--- src/wss_pkg.sv ---
// Shared types, register codes and twiddle generation for the windowed STFT block.
// No dependencies; imported by every module of the block.
`default_nettype none
package wss_pkg;

  localparam logic [7:0] CFG_HOP_LENGTH = 8'd0;
  localparam logic [7:0] CFG_POWER_MODE = 8'd1;
  localparam logic [7:0] CFG_ONESIDED   = 8'd2;
  localparam logic [7:0] CFG_NORM_GAIN  = 8'd3;

  localparam logic       OP_LOAD   = 1'b0;
  localparam logic       OP_SAMPLE = 1'b1;

  localparam logic [1:0] PM_CPLX = 2'd0;
  localparam logic [1:0] PM_MAG  = 2'd1;
  localparam logic [1:0] PM_POW  = 2'd2;
  localparam logic [1:0] PM_RSVD = 2'd3;

  localparam logic [63:0] PI_HALF_Q30 = 64'd1686629713;
  localparam longint      ONE_Q30     = 64'sd1073741824;

  typedef struct packed {
    logic [6:0]  hop_length;
    logic [1:0]  power_mode;
    logic        onesided;
    logic [15:0] norm_gain;
  } cfg_t;

  typedef struct packed {
    logic               op;
    logic [5:0]         widx;
    logic signed [15:0] wval;
    logic signed [15:0] smp;
    logic               emit;
  } q_entry_t;

  typedef enum logic [3:0] {
    ST_IDLE, ST_MAC, ST_SCL_RE, ST_SCL_IM, ST_SCL_WR,
    ST_RD, ST_SQ_RE, ST_SQ_IM, ST_SQRT, ST_OUT
  } back_state_t;

  function automatic logic [15:0] to_q15(input longint v);
    longint c;
    longint q;
    c = v;
    if (c < 0) c = 0;
    if (c > ONE_Q30) c = ONE_Q30;
    q = (c + 64'sd16384) >>> 15;
    if (q > 64'sd32767) q = 64'sd32767;
    return q[15:0];
  endfunction

  // Twiddle for a Q32 fraction of a full turn: {sin, cos} in Q1.15.
  function automatic logic [31:0] twiddle(input logic [63:0] t);
    logic [63:0] f;
    logic [63:0] x;
    logic [63:0] x2;
    logic [63:0] ts;
    logic [63:0] tc;
    longint      ss;
    longint      cs;
    logic [15:0] c;
    logic [15:0] s;
    logic [15:0] co;
    logic [15:0] si;
    f  = t & 64'h3FFF_FFFF;
    x  = (f * PI_HALF_Q30) >> 30;
    x2 = (x * x) >> 30;
    ts = x;
    tc = 64'(ONE_Q30);
    ss = longint'(x);
    cs = ONE_Q30;
    for (int n = 1; n <= 8; n++) begin
      ts = ((ts * x2) >> 30) / 64'((2 * n) * (2 * n + 1));
      tc = ((tc * x2) >> 30) / 64'((2 * n - 1) * (2 * n));
      if (n % 2 == 1) begin
        ss = ss - longint'(ts);
        cs = cs - longint'(tc);
      end else begin
        ss = ss + longint'(ts);
        cs = cs + longint'(tc);
      end
    end
    c = to_q15(cs);
    s = to_q15(ss);
    case (t[31:30])
      2'd0: begin co = c;  si = s;  end
      2'd1: begin co = -s; si = c;  end
      2'd2: begin co = -c; si = -s; end
      default: begin co = s; si = -c; end
    endcase
    return {si, co};
  endfunction

  // Shift right by 30, rounding ties away from zero, then saturate to 32 bits.
  function automatic logic [31:0] scale_sat(input logic signed [56:0] v);
    logic [56:0] mag;
    logic [56:0] t;
    logic [31:0] neg;
    mag = v[56] ? 57'(-v) : 57'(v);
    t   = (mag + 57'h2000_0000) >> 30;
    neg = ~t[31:0] + 32'd1;
    if (!v[56]) begin
      return (t > 57'h7FFF_FFFF) ? 32'h7FFF_FFFF : t[31:0];
    end
    return (t > 57'h8000_0000) ? 32'h8000_0000 : neg;
  endfunction

endpackage
`default_nettype wire

--- src/wss_queue.sv ---
// Four-entry queue between the front and back of the STFT block.
// Depends on wss_pkg for the entry type.
`default_nettype none
module wss_queue
  import wss_pkg::*;
(
  input  wire logic     clk,
  input  wire logic     rst,
  input  wire logic     push,
  input  q_entry_t      push_data,
  output logic          full,
  input  wire logic     pop,
  output q_entry_t      head,
  output logic          empty
);

  q_entry_t   slots [4];
  logic [1:0] wr_ptr;
  logic [1:0] rd_ptr;
  logic [2:0] count;

  assign full  = (count == 3'd4);
  assign empty = (count == 3'd0);
  assign head  = slots[rd_ptr];

  always_ff @(posedge clk) begin
    if (push && !full) slots[wr_ptr] <= push_data;
  end

  always_ff @(posedge clk) begin
    if (rst) begin
      wr_ptr <= '0;
      rd_ptr <= '0;
      count  <= '0;
    end else begin
      if (push && !full) wr_ptr <= wr_ptr + 2'd1;
      if (pop && !empty) rd_ptr <= rd_ptr + 2'd1;
      count <= count + 3'(push && !full) - 3'(pop && !empty);
    end
  end

endmodule
`default_nettype wire

--- config.mk ---
export PLATFORM = sky130hd
export DESIGN_NAME = wss_queue
export DESIGN_NICKNAME = d
export VERILOG_FILES = /design/src/wss_pkg.sv /design/src/wss_queue.sv
export SDC_FILE = /design/constraint.sdc
export NUM_CORES = 1
export LEC_CHECK = 0
export ABC_CLOCK_PERIOD_IN_PS = 5480
export BUFFER_PORTS_ARGS = -buffer_cell sky130_fd_sc_hd__buf_2
export CAP_MARGIN = 20
export CORE_MARGIN = 2
export CORE_UTILIZATION = 60
export DETAILED_ROUTE_END_ITERATION = 10
export PLACE_DENSITY = 0.83
export SYNTH_ARGS = -nofsm -noshare
export SYNTH_HDL_FRONTEND = slang
export SYNTH_SLANG_ARGS = --single-unit
--- constraint.sdc ---
create_clock -name clk -period 5.48 [get_ports clk]
set_input_delay 0.548 -clock clk [delete_from_list [all_inputs] [get_ports clk]]
set_output_delay 0.548 -clock clk [all_outputs]
set_load 0.005 [all_outputs]
* Word level (Yosys, flattened, before mapping)
Memory sizes are Yosys's and may differ from the RTL's. A register that Yosys moved wholly into a read port is not among the register bits. Cells that the tools add are included.
Word-level totals: register bits after elaboration 7, memory bits (writable) 160, bits of input ports 44, output and inout bits 42, logic and storage cells 18, memories kept 1
Operators by class: $add $sub $neg 4, equality and inequality tests 1, muxes and demuxes 4, reductions and logical operators 5
Memories:
- slots | words 4, bits a word 40, rd ports 1, clocked after memory_dff 1, write ports 1, line wss_queue.sv:17 | q_entry_t slots [4];
Operator list (number):
- $add 2x1->2 const B | 2
- $mux 2 | 2
- $add 3x1->3 | 1
- $eq 3x3->1 const B | 1
- $logic_not 3->1 | 1
- $sub 3x1->3 | 1
- $logic_and 1x1->1 | 2
- $logic_not 1->1 | 2
- $mux 1 | 2

* Depth between registers and ports, before layout
word-level depth 5, depth in mapped cells 10, gate-level depth less buffers 10

* Worst setup path before layout
OpenSTA, ideal clock, no wires.
path type input-to-reg, start point input push, end point memory slots[0][0] (netlist name), enable pin, arrival time 1844 ps, data required time 5079 ps, slack 3235 ps, stages 3, cells stage by stage inv_1 -> nor2_1 -> and2_1
Between the ends: longest elaborated chain between the ends 3
RTL lines:
- from (decl) | line wss_queue.sv:9 | input wire logic push,
- $logic_and 1x1->1 | line wss_queue.sv:27 | if (push && !full) slots[wr_ptr] <= push_data;
- $mux 1 | line wss_queue.sv:27
- $mux 1 (not written as such) | line wss_queue.sv:27
- to (decl) | line wss_queue.sv:17
No other way between the ends.

==> impl_results.md <==
- Status: finished clean
- Met1 wire length: 4.356 mm
- Global route total overflow: 0
- Post-Syn Area: 0.006299 mm2
- CTS root buf: clkbuf_8
- Crit path kind: reg2out
- Critical Path Slowest Stage Cell: dfxtp_4
- Drt initial violations: 173
- First-pass GRT wire length: 16.50 mm
- Final #Nets: 407
- Setup Buffers After CTS: 0
- CTS clk-pin slew, worst paths: 0.07 ns
- Final instance area: 0.007412 mm2
- Most frequent cells in the layout: 160 x edfxtp_1, 85 x buf_2, 40 x mux4_2
- Cell Rows: 37
- Wire per inst: 21.25 um
- Drt drc: 0
- TNS Setup: 0 ns
- Seq/Total Area, Yosys: 79.14%
- Total GRT Usage: 20.82%
- Quantity of hold-fixing buffers added after cts: 0
- Chip height: 106.5 um
- Number of global-route vias before repair: 2996
- Worst R2R Setup Slack: 3.20 ns
- Worst reg2reg path depth: 10
- CP peak stage delay: 0.88 ns
- Post-DP HPWL: 5.691 mm
- Top Layer Used: met4
- Distinct cells, synth: 24
- PortBufs: 85
- Placed inst area: 0.006789 mm2
- Routed wl met3: 723 um
- RSZ-0062 raised after global routing: no
- CP endpoint kind: output port
- Worst Hold End: slots[2][9]
- Final antenna-violating net count: 0
- Met2 wire len: 5.463 mm
- Drt pass-1 iters: 4
- Initial Util: 61.29%
- Worst skew pair latency: 0.53 ns
- Final worst clock skew: 0.01249 ns
- Total CTS buffers: 17
- Synth Instances: 260
- Via count: 2839
- Clk buf depth: 2
- H-tree depth: 4
- Fmax: 0.3638 GHz
- Fraction of layout cells with a size suffix above 1: 45.53%
- Class of the worst hold path: in2reg
- Ys Warns: 0
- Synth-to-layout area growth: 17.68%
- Initial antenna violation count: 0
- Crit start category: flop
- RD Place Congestion: 0.6921
- Hold Path Depth: 1
- Final setup viols: 0
- Slack of the critical path: 2.731 ns
- Leak Pwr: 0.002541 uW
- Largest net degree at the start of global routing: 41
- R2r endpoint: count[2]
- Least-Margin Pin Slew: 1.072 ns
- Min cycle time layout: 2.749 ns
- Seq cells post-synth: 169
- Fin crit share: 50.16%
- Most common cell after layout, fill and taps aside: edfxtp_1
- Final hold violations: 0
- Relative slew slack: 28.54%
- Synth Net Count: 311
- Place WS: 3.073 ns
- Mean Syn Cell Area: 24.23 um2
- CP Max Fanout: 40
- Boundary Pins: 86
- Core area: 0.01028 mm2
- Final Max Tran Viols: 0
- Post-CTS Resized: 0
- CTS sink cnt: 169
- RR Startpoint: count[1]
- CP required: 4.93 ns
- Die area: 0.01133 mm2
- Crit path DAT: 2.20 ns
- PwrDens: 459.8 mW/mm2
- Max-capacitance violation count: 0
- Worst path cell trace: mux4_2, buf_2
- Vias per cell: 5.611
- Max IR drop VDD: 235.2 uV
- Hold_sp: push_data[9]
- Post-Route WL: 10.75 mm
- CTS tree: done
- Die W: 106.5 um
-- state kept, by name, indices dropped and copies added, names as in the netlist, named ones only --
name	count
count	3
slots	160
rd_ptr	2
wr_ptr	2
-- layer usage --
layer | track usage [%] | vias up
li1 | - | 1275
met4 | 9.462 | 0
met3 | 8.400 | 14
met2 | 31.73 | 99
met1 | 26.75 | 1451
met5 | 0 | -
-- Yosys cell counts --
cell	n	area, um2
fa_1	1	20.02
o31ai_2	1	12.51
clkbuf_1	1	3.750
nand2b_1	2	12.51
xor2_1	1	8.760
o21ai_0	2	10.01
nor2_1	4	15.01
or3_1	2	12.51
nor3b_2	1	12.51
mux4_2	40	900.9
a21oi_1	2	10.01
dfxtp_1	9	180.2
xnor2_1	2	17.52
inv_1	8	30.03
edfxtp_1	160	4805
buf_6	1	11.26
nor3_2	1	10.01
nand2_1	1	3.750
ha_1	6	75.07
buf_12	4	80.08
buf_2	4	20.02
nor2b_1	2	12.51
mux2i_1	1	10.01
and2_1	4	25.02
-- metrics by stage --
stage | util (%) | power, uW | cells | hold WS [ns]
finish | 72.12 | 3408 | 506 | 0.2348
global route | 72.10 | 3552 | 505 | 0.1913
CTS | 71.71 | 3436 | 503 | 0.2032
detailed placement | 66.06 | 2297 | 471 | 0.4920
global placement | 66.06 | 2281 | 471 | 0.4671
floorplan | - | 2108 | 260 | 0.4591
-- worst max-delay path by stage --
| stage | from | end | slack (ns) | cells past startpoint |
|---|---|---|---|---|
| 4_1_cts | flop | head[32] | 2.65 | 2 |
| 3_5_place_dp | push | count[2] | 3.07 | 11 |
| 3_3_place_gp | push | count[2] | 3.15 | 11 |
| 2_1_floorplan | push | slots[0][0] | 3.24 | 3 |
| 5_1_grt | flop | head[34] | 2.55 | 2 |
| 6_report | flop | head[34] | 2.73 | 2 |
-- final cells by class --
| class | instances | area (um2) |
|---|---|---|
| flip-flops and latches | 169 | 4990 |
| clock inverters | 12 | 102.6 |
| multi-input cells | 73 | 1174 |
| clock buffers | 20 | 478.0 |
| diodes | 1 | 2.502 |
| repair buffers | 87 | 465.4 |
| well taps | 136 | 170.2 |
| inverters | 8 | 30.03 |
| fillers | 607 | 2865 |
-- power by group --
group,switching [uW],internal [uW],leakage [uW]
Clock,491,638,0.000291
Sequential,134,1560,0.00154
Combinational,237,354,0.000710
Total,862,2550,0.00254
-- logic make-up after synthesis --
kind of cell / count (synthesis) / share of synthesized area [%]
compound gates: 5 / 0.5165
fa+ha+maj: 7 / 1.510
buf+inv: 18 / 2.304
mux: 41 / 14.46
simple gates: 17 / 1.648
flops: 169 / 79.14
xor+xnor: 3 / 0.4172
-- critical path: cells and delay by family, from the launching register on --
kind | cells | cell delay [ns]
buf+inv | 1 | 0.15
flops | 1 | 0.88
mux | 1 | 0.63
No activity file was read; power rests on OpenSTA's default activity.
