`config.mk`:
```
export PLATFORM = sky130hd
export DESIGN_NAME = wss_front
export DESIGN_NICKNAME = d
export VERILOG_FILES = /design/src/wss_pkg.sv /design/src/wss_front.sv
export SDC_FILE = /design/constraint.sdc
export NUM_CORES = 1
export LEC_CHECK = 0
export BUFFER_PORTS_ARGS = -buffer_cell sky130_fd_sc_hd__clkbuf_2
export CORE_UTILIZATION = 35
export DETAILED_ROUTE_END_ITERATION = 10
export HOLD_SLACK_MARGIN = 0.06
export PLACE_DENSITY = 0.79
export SYNTH_ARGS = -nofsm -noshare
export SYNTH_HDL_FRONTEND = slang
export SYNTH_SLANG_ARGS = --single-unit
```
`constraint.sdc`:
```
create_clock -name clk -period 2.8 [get_ports clk]
set_clock_uncertainty 0.15 [all_clocks]
set_input_delay 0.56 -clock clk [delete_from_list [all_inputs] [get_ports clk]]
set_output_delay 0.56 -clock clk [all_outputs]
set_load 0.1 [all_outputs]
```
`src/wss_pkg.sv`:
```
// Shared types, register codes and twiddle generation for the windowed STFT block.
// No dependencies; imported by every module of the block.
`default_nettype none
package wss_pkg;

  localparam logic [7:0] CFG_HOP_LENGTH = 8'd0;
  localparam logic [7:0] CFG_POWER_MODE = 8'd1;
  localparam logic [7:0] CFG_ONESIDED   = 8'd2;
  localparam logic [7:0] CFG_NORM_GAIN  = 8'd3;

  localparam logic       OP_LOAD   = 1'b0;
  localparam logic       OP_SAMPLE = 1'b1;

  localparam logic [1:0] PM_CPLX = 2'd0;
  localparam logic [1:0] PM_MAG  = 2'd1;
  localparam logic [1:0] PM_POW  = 2'd2;
  localparam logic [1:0] PM_RSVD = 2'd3;

  localparam logic [63:0] PI_HALF_Q30 = 64'd1686629713;
  localparam longint      ONE_Q30     = 64'sd1073741824;

  typedef struct packed {
    logic [6:0]  hop_length;
    logic [1:0]  power_mode;
    logic        onesided;
    logic [15:0] norm_gain;
  } cfg_t;

  typedef struct packed {
    logic               op;
    logic [5:0]         widx;
    logic signed [15:0] wval;
    logic signed [15:0] smp;
    logic               emit;
  } q_entry_t;

  typedef enum logic [3:0] {
    ST_IDLE, ST_MAC, ST_SCL_RE, ST_SCL_IM, ST_SCL_WR,
    ST_RD, ST_SQ_RE, ST_SQ_IM, ST_SQRT, ST_OUT
  } back_state_t;

  function automatic logic [15:0] to_q15(input longint v);
    longint c;
    longint q;
    c = v;
    if (c < 0) c = 0;
    if (c > ONE_Q30) c = ONE_Q30;
    q = (c + 64'sd16384) >>> 15;
    if (q > 64'sd32767) q = 64'sd32767;
    return q[15:0];
  endfunction

  // Twiddle for a Q32 fraction of a full turn: {sin, cos} in Q1.15.
  function automatic logic [31:0] twiddle(input logic [63:0] t);
    logic [63:0] f;
    logic [63:0] x;
    logic [63:0] x2;
    logic [63:0] ts;
    logic [63:0] tc;
    longint      ss;
    longint      cs;
    logic [15:0] c;
    logic [15:0] s;
    logic [15:0] co;
    logic [15:0] si;
    f  = t & 64'h3FFF_FFFF;
    x  = (f * PI_HALF_Q30) >> 30;
    x2 = (x * x) >> 30;
    ts = x;
    tc = 64'(ONE_Q30);
    ss = longint'(x);
    cs = ONE_Q30;
    for (int n = 1; n <= 8; n++) begin
      ts = ((ts * x2) >> 30) / 64'((2 * n) * (2 * n + 1));
      tc = ((tc * x2) >> 30) / 64'((2 * n - 1) * (2 * n));
      if (n % 2 == 1) begin
        ss = ss - longint'(ts);
        cs = cs - longint'(tc);
      end else begin
        ss = ss + longint'(ts);
        cs = cs + longint'(tc);
      end
    end
    c = to_q15(cs);
    s = to_q15(ss);
    case (t[31:30])
      2'd0: begin co = c;  si = s;  end
      2'd1: begin co = -s; si = c;  end
      2'd2: begin co = -c; si = -s; end
      default: begin co = s; si = -c; end
    endcase
    return {si, co};
  endfunction

  // Shift right by 30, rounding ties away from zero, then saturate to 32 bits.
  function automatic logic [31:0] scale_sat(input logic signed [56:0] v);
    logic [56:0] mag;
    logic [56:0] t;
    logic [31:0] neg;
    mag = v[56] ? 57'(-v) : 57'(v);
    t   = (mag + 57'h2000_0000) >> 30;
    neg = ~t[31:0] + 32'd1;
    if (!v[56]) begin
      return (t > 57'h7FFF_FFFF) ? 32'h7FFF_FFFF : t[31:0];
    end
    return (t > 57'h8000_0000) ? 32'h8000_0000 : neg;
  endfunction

endpackage
`default_nettype wire

```
`src/wss_front.sv`:
```
// Input side: accepts beats, counts fill and hop, marks samples that close a frame.
// Depends on wss_pkg; feeds wss_queue.
`default_nettype none
module wss_front
  import wss_pkg::*;
#(
  parameter int N_FFT = 64
) (
  input  wire logic        clk,
  input  wire logic        rst,
  input  cfg_t             cfg,
  input  wire logic        s_tvalid,
  output logic             s_tready,
  input  wire logic [39:0] s_tdata,   // window_index, window_value, sample, zero fill
  input  wire logic        s_tuser,   // operation
  output logic             push,
  output q_entry_t         push_data,
  input  wire logic        q_full
);

  localparam int FW = $clog2(N_FFT + 1);

  logic [FW-1:0] fill_count;
  logic [5:0]    hop_count;
  logic [6:0]    hop_eff;
  logic          filling;
  logic          emit;

  assign s_tready = !q_full;
  assign push     = s_tvalid && s_tready;

  always_comb begin
    if (cfg.hop_length == 7'd0) hop_eff = 7'd1;
    else if (cfg.hop_length > 7'd64) hop_eff = 7'd64;
    else hop_eff = cfg.hop_length;
  end

  assign filling = (fill_count != FW'(N_FFT));

  always_comb begin
    if (s_tuser != OP_SAMPLE) emit = 1'b0;
    else if (filling) emit = (fill_count + FW'(1) == FW'(N_FFT));
    else emit = ({1'b0, hop_count} + 7'd1 >= hop_eff);
  end

  always_comb begin
    push_data.op   = s_tuser;
    push_data.widx = s_tdata[5:0];
    push_data.wval = s_tdata[21:6];
    push_data.smp  = s_tdata[37:22];
    push_data.emit = emit;
  end

  always_ff @(posedge clk) begin
    if (rst) begin
      fill_count <= '0;
      hop_count  <= '0;
    end else if (push && s_tuser == OP_SAMPLE) begin
      if (filling) begin
        fill_count <= fill_count + FW'(1);
        if (emit) hop_count <= '0;
      end else if (emit) begin
        hop_count <= '0;
      end else begin
        hop_count <= hop_count + 6'd1;
      end
    end
  end

endmodule
`default_nettype wire

```
After elaboration in Yosys (flattened, before gate mapping)
Cells that the tools add are included.
{"block": "totals", "input_bits": 71, "output_inout_bits": 42, "register_bits": 13, "elab_cells": 23}
{"block": "classes", "eq_ne": 3, "order_cmp": 2, "n_addsub": 3, "n_reduce_logical": 6, "muxes": 7}
{"operator": "two-way mux 6 bit", "n": 3}
{"operator": "two-way mux 7 bit", "n": 2}
{"operator": "adder 6 x 1 -> 7 bit, second input constant", "n": 1}
{"operator": "adder 7 x 1 -> 7 bit, second input constant", "n": 1}
{"operator": "equality test 7 bit, second input constant", "n": 1}
{"operator": "greater-or-equal comparator 7 bit", "n": 1}
{"operator": "> comparator 7 bit, second input constant", "n": 1}
{"operator": "logical NOT 7 bit", "n": 1}
{"operator": "!= test 7 bit, second input constant", "n": 1}
{"operator": "adder 6 x 1 -> 6 bit, second input constant", "n": 1}
{"operator": "AND reduction 2 bit", "n": 2}
{"operator": "logical AND 1 bit", "n": 2}
{"operator": "two-way mux 1 bit", "n": 2}
{"operator": "!= test 2 x 1 -> 1 bit, second input constant", "n": 1}
{"operator": "logical NOT 1 bit", "n": 1}

Longest topological paths before layout
Gate-level depths: netlist of run 1.
{"block": "depth", "ltp_word": 8, "mapped_depth": 10, "depth_no_buf": 9}

Worst setup path after synthesis of run 1
No wires, ideal clock.
{"block": "synth_timing", "path_kind": "flip-flop to output port", "startpoint": "register hop_count[0]", "endpoint": "output push_data[0] (netlist bit)", "path_buffers": 1, "required_time_ns": 2.090, "arrival_ns": 2.248, "slack_ns": -0.158, "stages_incl_launch_ff": 11, "cell_sequence": "dfxtp_1 -> ha_1 -> nand3_1 -> xnor2_1 -> ha_1 -> a21o_1 -> a2111oi_4 -> o21a_4 -> nand2b_1 -> nor3_1 -> buf_4"}
{"block": "synth_via", "elab_chain_len": 4}
{"item": "start: declaration", "line_no": "wss_front.sv:24", "source": "logic [5:0] hop_count;"}
{"item": "start signal: assignment", "line_no": "wss_front.sv:65", "source": "hop_count <= hop_count + 6'd1;"}
{"item": "adder 6 x 1 -> 7 bit", "line_no": "wss_front.sv:43", "source": "else emit = ({1'b0, hop_count} + 7'd1 >= hop_eff);"}
{"item": "greater-or-equal comparator 7 bit", "line_no": "wss_front.sv:43"}
{"item": "two-way mux 1 bit", "line_no": "wss_front.sv:42", "source": "else if (filling) emit = (fill_count + FW'(1) == FW'(N_FFT));"}
{"item": "two-way mux 1 bit", "line_no": "wss_front.sv:41", "source": "if (s_tuser != OP_SAMPLE) emit = 1'b0;"}
{"item": "end: declaration", "line_no": "wss_front.sv:17", "source": "output q_entry_t push_data,"}
No other way between the ends.

==> summary.txt, run 1 <==
status = complete, but fails checks
failing checks = setup timing
Setup WS post-layout = -0.307 ns
Worst Setup SP = hop_count[0]
CP Data Arrival Time = 2.40 ns
library cells used by synthesis = 40
Mapped Area = 1330 sq um
crit path time final = 3.11 ns
Max FO, Critical Path = 3
fin util = 40.8%
number of failing hold endpoints at the final stage = 0
placer congestion estimate = 0.818
Routed Antenna Nets = 0
NumNets Final = 249
Setup violations, final = 1
I/O Buffers = 15
Ys Warns = 0
P_leak = 0.000651 uW
largest net degree at the start of global routing = 14
fin. max-slew vios = 0
Top Ports = 113
WHS = 0.372 ns
Crit Path Category = reg2out
Initial Util = 36.3%
Seq/Total Area, Yosys = 19.6%
layout cells sized above 1 = 38.0%
Overall Global Routing Usage = 12.8%
Die H = 63.6 um
n_diodes = 0
vias in the first global route = 984
worst rel slew slack = 63.7%
Post-Syn Nets = 250
Final Routed Wirelength = 2580 um
Synth area leaders = buf_4 23%, dfxtp_1 20%, ha_1 10%
RSZ-0062 raised after global routing = true
CP startpoint kind = flop
most frequent cells in the layout = 19 x buf_4, 16 x nand2_1, 14 x clkbuf_2
Worst R2R Setup Slack = 0.36 ns
Synth Area per Inst = 7.91 sq um
fmax = 322 MHz
cell taking the most area after synthesis = buf_4
vias per cell = 4.91
Synth async-reset ratio = 0%
Reg clk slew, reported paths = 0.05 ns
reg-to-reg critical path startpoint = hop_count[0]
period utilization = 111%
root buf cell = clkbuf_8
r2r worst-path depth = 10
setup tns final = -0.307 ns
die area = 4050 sq um
Via Count = 1051
fill cell count = 373
drt initial violations = 16
commonest non-fill, non-tap cell in the layout = buf_4
number of max-cap violations = 0
WL/cell = 12.0 um
WP data required = 2.09 ns
Synth Register Bits = 13
first-pass GRT wire length = 4100 um
Layout area overhead = 12.3%
worst-skew pair later-pin latency = 0.24 ns
initial antenna violation count = 0
clk buf depth = 2
Max VDD drop = 143 uV
Worst Setup End Kind = primary output
Core Region = 3660 sq um
worst min path class = reg2reg
DP Wirelength = 1850 um
Post-synth top flop = dfxtp_1
Mapped Cells = 168
H-tree Lvls = 1
row count = 22
Yosys top cell area share = 22.6%
Residual DRC = 0
r2r endpoint = hop_count[0]
power per cell area = 281 nW/um^2
CTS tree = yes
GRT overflow = 0
Die Wd = 63.6 um
Critical Path End = push_data[0]
DRT Pass-1 Iters = 4
Post-synth EDFFs = 0
TritonCTS buffer count = 3
Worst Max-Slew Pin Slew = 0.537 ns
clk sink count = 13
## state kept, by name, indices dropped and copies added, names as in the netlist
register	flops
fill_count	7
hop_count	6
## logic make-up (layout without fill, tap and decap cells)
| group | Yosys count | count (layout) | share of synthesized area (%) |
|---|---|---|---|
| AOI/OAI and AO/OA | 25 | 25 | 14.5 |
| xor gates and xnor gates | 9 | 9 | 5.93 |
| adders and majority gates | 11 | 11 | 10.4 |
| buffers and inverters | 49 | 47 | 25.8 |
| DFF | 13 | 13 | 19.6 |
| and+or+nand+nor | 61 | 61 | 23.8 |
## cell type report
cell class                      count  area [sq um]  share of cell area (%)
Clock buffer                        4          45.0                    3.02
Inverter                            6          22.5                    1.51
Tap cell                           48          60.1                    4.02
Sequential cell                    13           272                    18.2
Timing Repair Buffer               37           267                    17.9
Multi-Input combinational cell    106           827                    55.4
## synth_stat cells, drive strengths merged, types with 2 or more instances
| cell type | count |
|---|---|
| or3b | 2 |
| o211ai | 2 |
| o21ai | 6 |
| inv | 6 |
| dfxtp | 13 |
| xnor2 | 6 |
| nor2 | 13 |
| nor2b | 3 |
| and2 | 2 |
| a21o | 3 |
| and3 | 3 |
| nand3 | 6 |
| ha | 11 |
| nor3 | 5 |
| buf | 42 |
| xor2 | 3 |
| o31ai | 2 |
| a21oi | 4 |
| nand2 | 17 |
| a31oi | 2 |
| nand2b | 3 |
| nand4 | 2 |
## critical path: stages (launching register included)
cell and delay [ns]:
dfxtp_4 0.36, ha_4 0.15, nand3_4 0.09, xnor2_2 0.14, ha_1 0.29, a21o_1 0.21, a2111oi_4 0.36, o21a_4 0.19
nand2b_4 0.13, nor3_4 0.04, buf_12 0.19
## per-layer routing
layer	GRT usage [%]	vias to the layer above	part of all wire [%]
li1	-	533	-
met1	14.4	473	44
met2	21.9	38	49
met3	2.72	7	5.0
met4	7.39	0	2.2
met5	0	-	0
## worst min-delay path by stage
stage	end	start	slack [ns]	cells after the start
3_3_place_gp	hop_count[2]	hop_count[2]	0.32	2
5_1_grt	hop_count[2]	hop_count[2]	0.41	2
6_report	hop_count[2]	hop_count[2]	0.37	2
3_5_place_dp	hop_count[2]	hop_count[2]	0.34	2
2_1_floorplan	hop_count[1]	hop_count[1]	0.31	2
4_1_cts	hop_count[2]	hop_count[2]	0.37	2
## per-stage QoR
| step | cells | power (uW) | setup slack, ns | instance area [sq um] |
|---|---|---|---|---|
| 3_5_place_dp | 208 | 254 | -0.238 | 1310 |
| 4_1_cts | 214 | 428 | -0.289 | 1480 |
| 3_3_place_gp | 208 | 252 | -0.208 | 1310 |
| 5_1_grt | 214 | 441 | -0.394 | 1490 |
| 2_1_floorplan | 168 | 489 | -0.122 | 1340 |
| 6_report | 214 | 420 | -0.307 | 1490 |
## timing repair
| item | CTS | global route |
|---|---|---|
| hold buffers | 0 | 0 |
| endpoints found under the setup margin | 1 | 1 |
| gates resized for setup | 24 | 3 |
| setup buffers | 3 | 0 |
| pin swaps | 10 | 8 |
## where the power goes
part           internal [uW]  leakage (uW)  switching, uW
Sequential               184      0.000108           1.84
Combinational           22.9      0.000520           42.0
Clock                    101     0.0000228           68.5
(Power assumes the default switching activity.)
==> run 2: changes to the inputs <==
CORE_UTILIZATION = 42   (was 35)
PLACE_DENSITY = 0.89   (was 0.79)
RECOVER_POWER = 25   (was default)
clock period = 3.73 ns   (was 2.8 ns; I/O delays follow)
==> run 2 against run 1 <==
The flow now finishes without violations. Clock power fell by 48%. Design area fell by 21%. Via count down 8.6%. Register-to-register slack improved by 0.90 ns. Critical path depth unchanged. Global-route usage is 0.71 points higher. Worst setup slack improved by 0.45 ns. First-iteration DRC count decreased by 19%. Utilization shrank 1.8 points. Sequential power is 24% lower.
==> summary.txt, run 2 (synthesis gave the netlist of run 1 again) <==
Internal = 194 uW (-37%)
WL met3 = 105 um (-18%)
placer congestion estimate = 0.790 (-3.4%)
Place WS = 0.336 ns (+0.575 ns)
Top Ports = 113 (unchanged)
n_diodes = 0 (unchanged)
H-tree Lvls = 1 (unchanged)
fin. max-slew vios = 0 (unchanged)
period utilization = 96.2%
Worst Setup End Kind = primary output
Via Count = 961 (-8.6%)
Reg clk slew, reported paths = 0.08 ns (+0.03 ns)
first-pass GRT wire length = 3580 um (-13%)
status = complete, no violations
Worst Max-Slew Pin Slew = 0.539 ns (+0.00228 ns)
RSZ-0062 raised after global routing = false
Routed Antenna Nets = 0 (unchanged)
Largest regs = fill_count (7), hop_count (6)
Flop pwr share = 52.0% (+7.7 points)
Initial Util = 43.9% (+7.6 points)
DP Wirelength = 1620 um (-13%)
fmax = 279 MHz
most frequent cells in the layout = 16 x nand2_1, 14 x clkbuf_2, 13 x nor2_1
CP startpoint kind = flop
WP data required = 2.83 ns (+0.74 ns)
root buf cell = clkbuf_4
die area = 3390 sq um (-16%)
Max VDD drop = 125 uV (-13%)
r2r worst-path depth = 9 (-1)
crit path time final = 3.59 ns
initial antenna violation count = 0 (unchanged)
power per cell area = 229 nW/um^2 (-19%)
Sw Pwr = 77.3 uW (-31%)
number of failing hold endpoints at the final stage = 0 (unchanged)
worst-skew pair later-pin latency = 0.28 ns (+0.04 ns)
met1 wire length = 1070 um (-4.9%)
Worst Setup SP = hop_count[0]
max reg flops = 7 (unchanged)
Crit Path Category = reg2out
wire length on met2 = 919 um (-27%)
CTS tree = yes
Core Region = 3030 sq um (-17%)
hold path depth = 1 (-1)
largest net degree at the start of global routing = 14 (unchanged)
layout cells sized above 1 = 17.4% (-21 points)
Setup WS post-layout = 0.143 ns (+0.450 ns)
clk buf depth = 2 (unchanged)
setup tns final = 0 ns (+0.307 ns)
DRT Pass-1 Iters = 4 (unchanged)
Biggest register = fill_count
clk sink count = 13 (unchanged)
TritonCTS buffer count = 3 (unchanged)
# hold bufs at CTS = 0 (unchanged)
Max FO, Critical Path = 6 (+3)
Clock Power Share = 32.5% (-7.8 points)
postcts setup bufs = 0 (-3)
drt initial violations = 13 (-3)
WL/cell = 11.5 um (-4.3%)
reg-to-reg critical path startpoint = hop_count[0]
I/O Buffers = 15 (unchanged)
sw frac = 28.5% (+1.8 points)
CP Data Arrival Time = 2.69 ns (+0.29 ns)
Final Routed Wirelength = 2160 um (-16%)
vias in the first global route = 874 (-11%)
number of max-cap violations = 0 (unchanged)
Die Wd = 58.2 um (-8.4%)
worst rel slew slack = 64.2% (+0.47 points)
vias per cell = 5.11 (+4.1%)
Comb pwr share = 15.5% (about the same)
Die H = 58.2 um (-8.4%)
Overall Global Routing Usage = 13.5% (+0.71 points)
GRT overflow = 0 (unchanged)
Setup violations, final = 0 (-1)
NumNets Final = 227 (-8.8%)
worst min path class = reg2reg
P_leak = 0.000497 uW (-24%)
row count = 20 (-9.1%)
commonest non-fill, non-tap cell in the layout = nand2_1
Layout area overhead = -11.1%
DR top layer = met4
startpoint of the worst hold path = hop_count[0]
Residual DRC = 0 (unchanged)
==> run 2: cell count changes in the layout (fill, tap and decap cells not counted), sizes merged <==
| cell | before | now |
|---|---|---|
| buf | 23 | 1 |
==> run 2: cell type report <==
type,instances,area [sq um]
timing repair buffer,15,90.1
inverter,6,22.5
tap,44,55.1
multi-input combinational,106,726
sequential,13,262
fill,321,1850
clock buffer,4,26.3
==> run 2: layer usage <==
metal,vias to the layer above,global-route usage (%)
met4,0,10.9
met5,-,0
met3,9,2.46
met2,36,20.2
li1,487,-
met1,429,16.9
==> run 2: what timing repair did <==
item | 4_1_cts | 5_1_grt
gates resized for setup | 0 | 1
hold endpoints to repair | 0 | 0
endpoints found under the setup margin | 0 | 1
==> run 2: final timing paths <==
path / endpoint / slack, ns
setup / recovery: push_data[0] / 0.14
hold / removal: hop_count[0] / 0.34
setup reg to reg: hop_count[0] / 1.26
hold reg to reg: hop_count[0] / 0.34
==> run 2: critical path, stage by stage (launching register included) <==
cell	delay [ns]
dfxtp_2	0.35
ha_1	0.22
nor2b_1	0.14
or2_2	0.30
ha_1	0.30
a21o_1	0.11
a31oi_1	0.05
o21a_4	0.26
nand2b_1	0.14
nor3_1	0.31
buf_12	0.23
==> run 2: power groups by stage <==
stage | clock (uW) | sequential (uW) | combinational, uW
global placement | 0 | 144 | 41.0
global route | 93.7 | 141 | 45.5
detailed placement | 0 | 144 | 42.2
CTS | 90.6 | 141 | 42.2
finish | 88.1 | 141 | 42.0
floorplan | 0 | 144 | 223
==> run 2: metrics by stage <==
step           hold slack [ns]  area, sq um  utilization, %  power [uW]  cells
2_1_floorplan            0.311         1330               -         367    168
3_3_place_gp             0.331         1150            38.1         185    184
3_5_place_dp             0.341         1150            38.1         186    184
4_1_cts                  0.353         1180            39.0         274    188
5_1_grt                  0.363         1180            39.0         280    188
6_report                 0.339         1180            39.0         271    188
==> run 3: changes to the inputs <==
CORE_UTILIZATION = 43   (was 42)
CTS_BUF_LIST = sky130_fd_sc_hd__clkbuf_2 sky130_fd_sc_hd__clkbuf_4 sky130_fd_sc_hd__clkbuf_8   (was default)
PLACE_DENSITY = 0.91   (was 0.89)
==> run 3 against run 2 <==
The run now ends with DRC left. Non-clock buffer count unchanged. Largest cell class unchanged. Utilization increased by 2.0 points. Critical path depth unchanged. Wire length decreased by 5.6%. Via count increased by 0.31%. Hold slack improved by 0.0066 ns.
==> summary.txt, run 3 (synthesis gave the netlist of run 1 again) <==
DP Wirelength = 1610 um (-0.32%)
Final Routed Wirelength = 2040 um (-5.6%)
H-tree Lvls = 1 (unchanged)
CP Data Arrival Time = 2.71 ns (+0.02 ns)
WL/cell = 11.7 um (+1.4%)
CP bufs+invs = 1 (unchanged)
period utilization = 96.6% (+0.41 points)
drt initial violations = 36 (+23)
Reg clk slew, reported paths = 0.08 ns (about the same)
first-pass GRT wire length = 3500 um (-2.3%)
Initial Util = 46.6% (+2.7 points)
most frequent cells in the layout = 16 x nand2_1, 14 x clkbuf_2, 13 x nor2_1
P_leak = 0.000500 uW (+0.69%)
power per cell area = 237 nW/um^2 (+3.2%)
worst-path cell chain = ha_1, nor2b_1, or2_2, ha_1, a21o_1, a31oi_1, o21a_4, nand2b_1, nor3_1, buf_12
initial antenna violation count = 0 (unchanged)
CTS tree = yes
total power = 276 uW (+2.1%)
Routed Antenna Nets = 0 (unchanged)
crit path time final = 3.60 ns (+0.0154 ns)
number of failing hold endpoints at the final stage = 0 (unchanged)
vias in the first global route = 844 (-3.4%)
fin. max-slew vios = 0 (unchanged)
failing checks = DRC
WP data required = 2.83 ns (about the same)
n_diodes = 0 (unchanged)
Crit Path Category = reg2out
clk sink count = 13 (unchanged)
Top Ports = 113 (unchanged)
Die H = 57.6 um (-1.1%)
root buf cell = clkbuf_4
Worst R2R Setup Slack = 1.20 ns (-0.06 ns)
Max VDD drop = 123 uV (-1.6%)
Die Wd = 57.6 um (-1.1%)
placer congestion estimate = 0.802 (+1.5%)
RSZ-0062 raised after global routing = false
CP max stage cell = dfxtp_2
worst min path class = reg2reg
Biggest register = fill_count
Crit. path cell count = 10 (unchanged)
most used cell along the critical path = ha_1
fmax = 278 MHz (-0.43%)
CP startpoint kind = flop
Setup violations, final = 0 (unchanged)
Max FO, Critical Path = 6 (unchanged)
setup tns final = 0 ns (unchanged)
TritonCTS buffer count = 3 (unchanged)
I/O Buffers = 15 (unchanged)
die area = 3320 sq um (-2.2%)
max reg flops = 7 (unchanged)
cell family with most CP delay = simple AND/OR/NAND/NOR gates
status = complete, but fails checks
commonest non-fill, non-tap cell in the layout = nand2_1
worst rel slew slack = 64.1% (-0.11 points)
CP max stage delay = 0.35 ns (about the same)
Worst Setup End Kind = primary output
NumNets Final = 227 (unchanged)
r2r worst-path depth = 9 (unchanged)
hold path depth = 2 (+1)
Largest regs = fill_count (7), hop_count (6)
Via Count = 964 (+0.31%)
row count = 19 (-5.0%)
Overall Global Routing Usage = 13.5% (-0.032 points)
largest net degree at the start of global routing = 14 (unchanged)
DRT Pass-1 Iters = 7 (+3)
Worst Max-Slew Pin Slew = 0.541 ns (+0.00159 ns)
clk buf depth = 2 (unchanged)
layout cells sized above 1 = 18.1% (+0.69 points)
worst-skew pair later-pin latency = 0.27 ns (about the same)
Core Region = 2850 sq um (-5.8%)
GRT overflow = 0 (unchanged)
Layout area overhead = -12.1%
vias per cell = 5.51 (+7.8%)
Residual DRC = 10 (+10)
number of max-cap violations = 0 (unchanged)
-- run 3: worst register-to-register path: stages (launching register included) --
cell and delay, ns:
dfxtp_2 0.38, ha_1 0.19, nand3_1 0.16, xnor2_1 0.17
ha_1 0.31, a21o_1 0.21, a2111oi_4 0.36, o21a_4 0.22
nand2_2 0.06, o31ai_1 0.23
-- run 3: path summary, 6_finish.rpt --
path / from / endpoint
worst max-delay path: hop_count[0] / push_data[0]
worst min-delay path: hop_count[1] / hop_count[1]
worst max register to register: hop_count[0] / hop_count[0]
worst min register to register: hop_count[1] / hop_count[1]
-- run 3: routing by layer --
metal | track usage (%) | share of wire [%] | up-vias | routed length (um)
li1 | - | - | 487 | -
met1 | 17.4 | 46 | 430 | 939
met2 | 20.9 | 46 | 43 | 931
met3 | 2.49 | 7.1 | 4 | 145
met4 | 7.67 | 1.3 | 0 | 26
met5 | 0 | 0 | - | 0
-- run 3: repair_timing --
action	4_1_cts	5_1_grt
hold buffers	0	0
buffers inserted	0	0
resized for setup	0	1
setup endpoints to repair	0	1
-- run 3: final cells by class --
class / instances / area (sq um)
fill: 288 / 1680
multi-input combinational: 106 / 726
sequential: 13 / 262
timing repair buffer: 15 / 90.1
tap: 31 / 38.8
clock buffer: 4 / 30.0
inverter: 6 / 22.5
-- run 3: through the flow --
step                      instance area [sq um]  util [%]  setup slack, ns  std cells  hold slack [ns]
after floorplan                            1330         -            0.522        168            0.311
after detailed placement                   1140      39.9            0.283        171            0.332
final                                      1170      41.0            0.128        175            0.346
after CTS                                  1170      40.9           0.0854        175            0.344
after global placement                     1140      39.9            0.305        171            0.333
after global routing                       1170      41.0           0.0331        175            0.371
-- run 3: power breakdown --
| part | internal, uW | leakage [uW] | switching, uW |
|---|---|---|---|
| clock network | 48.7 | 0.0000184 | 45.1 |
| registers | 139 | 0.000105 | 1.33 |
| logic | 12.4 | 0.000376 | 29.4 |
| total | 201 | 0.000500 | 75.8 |
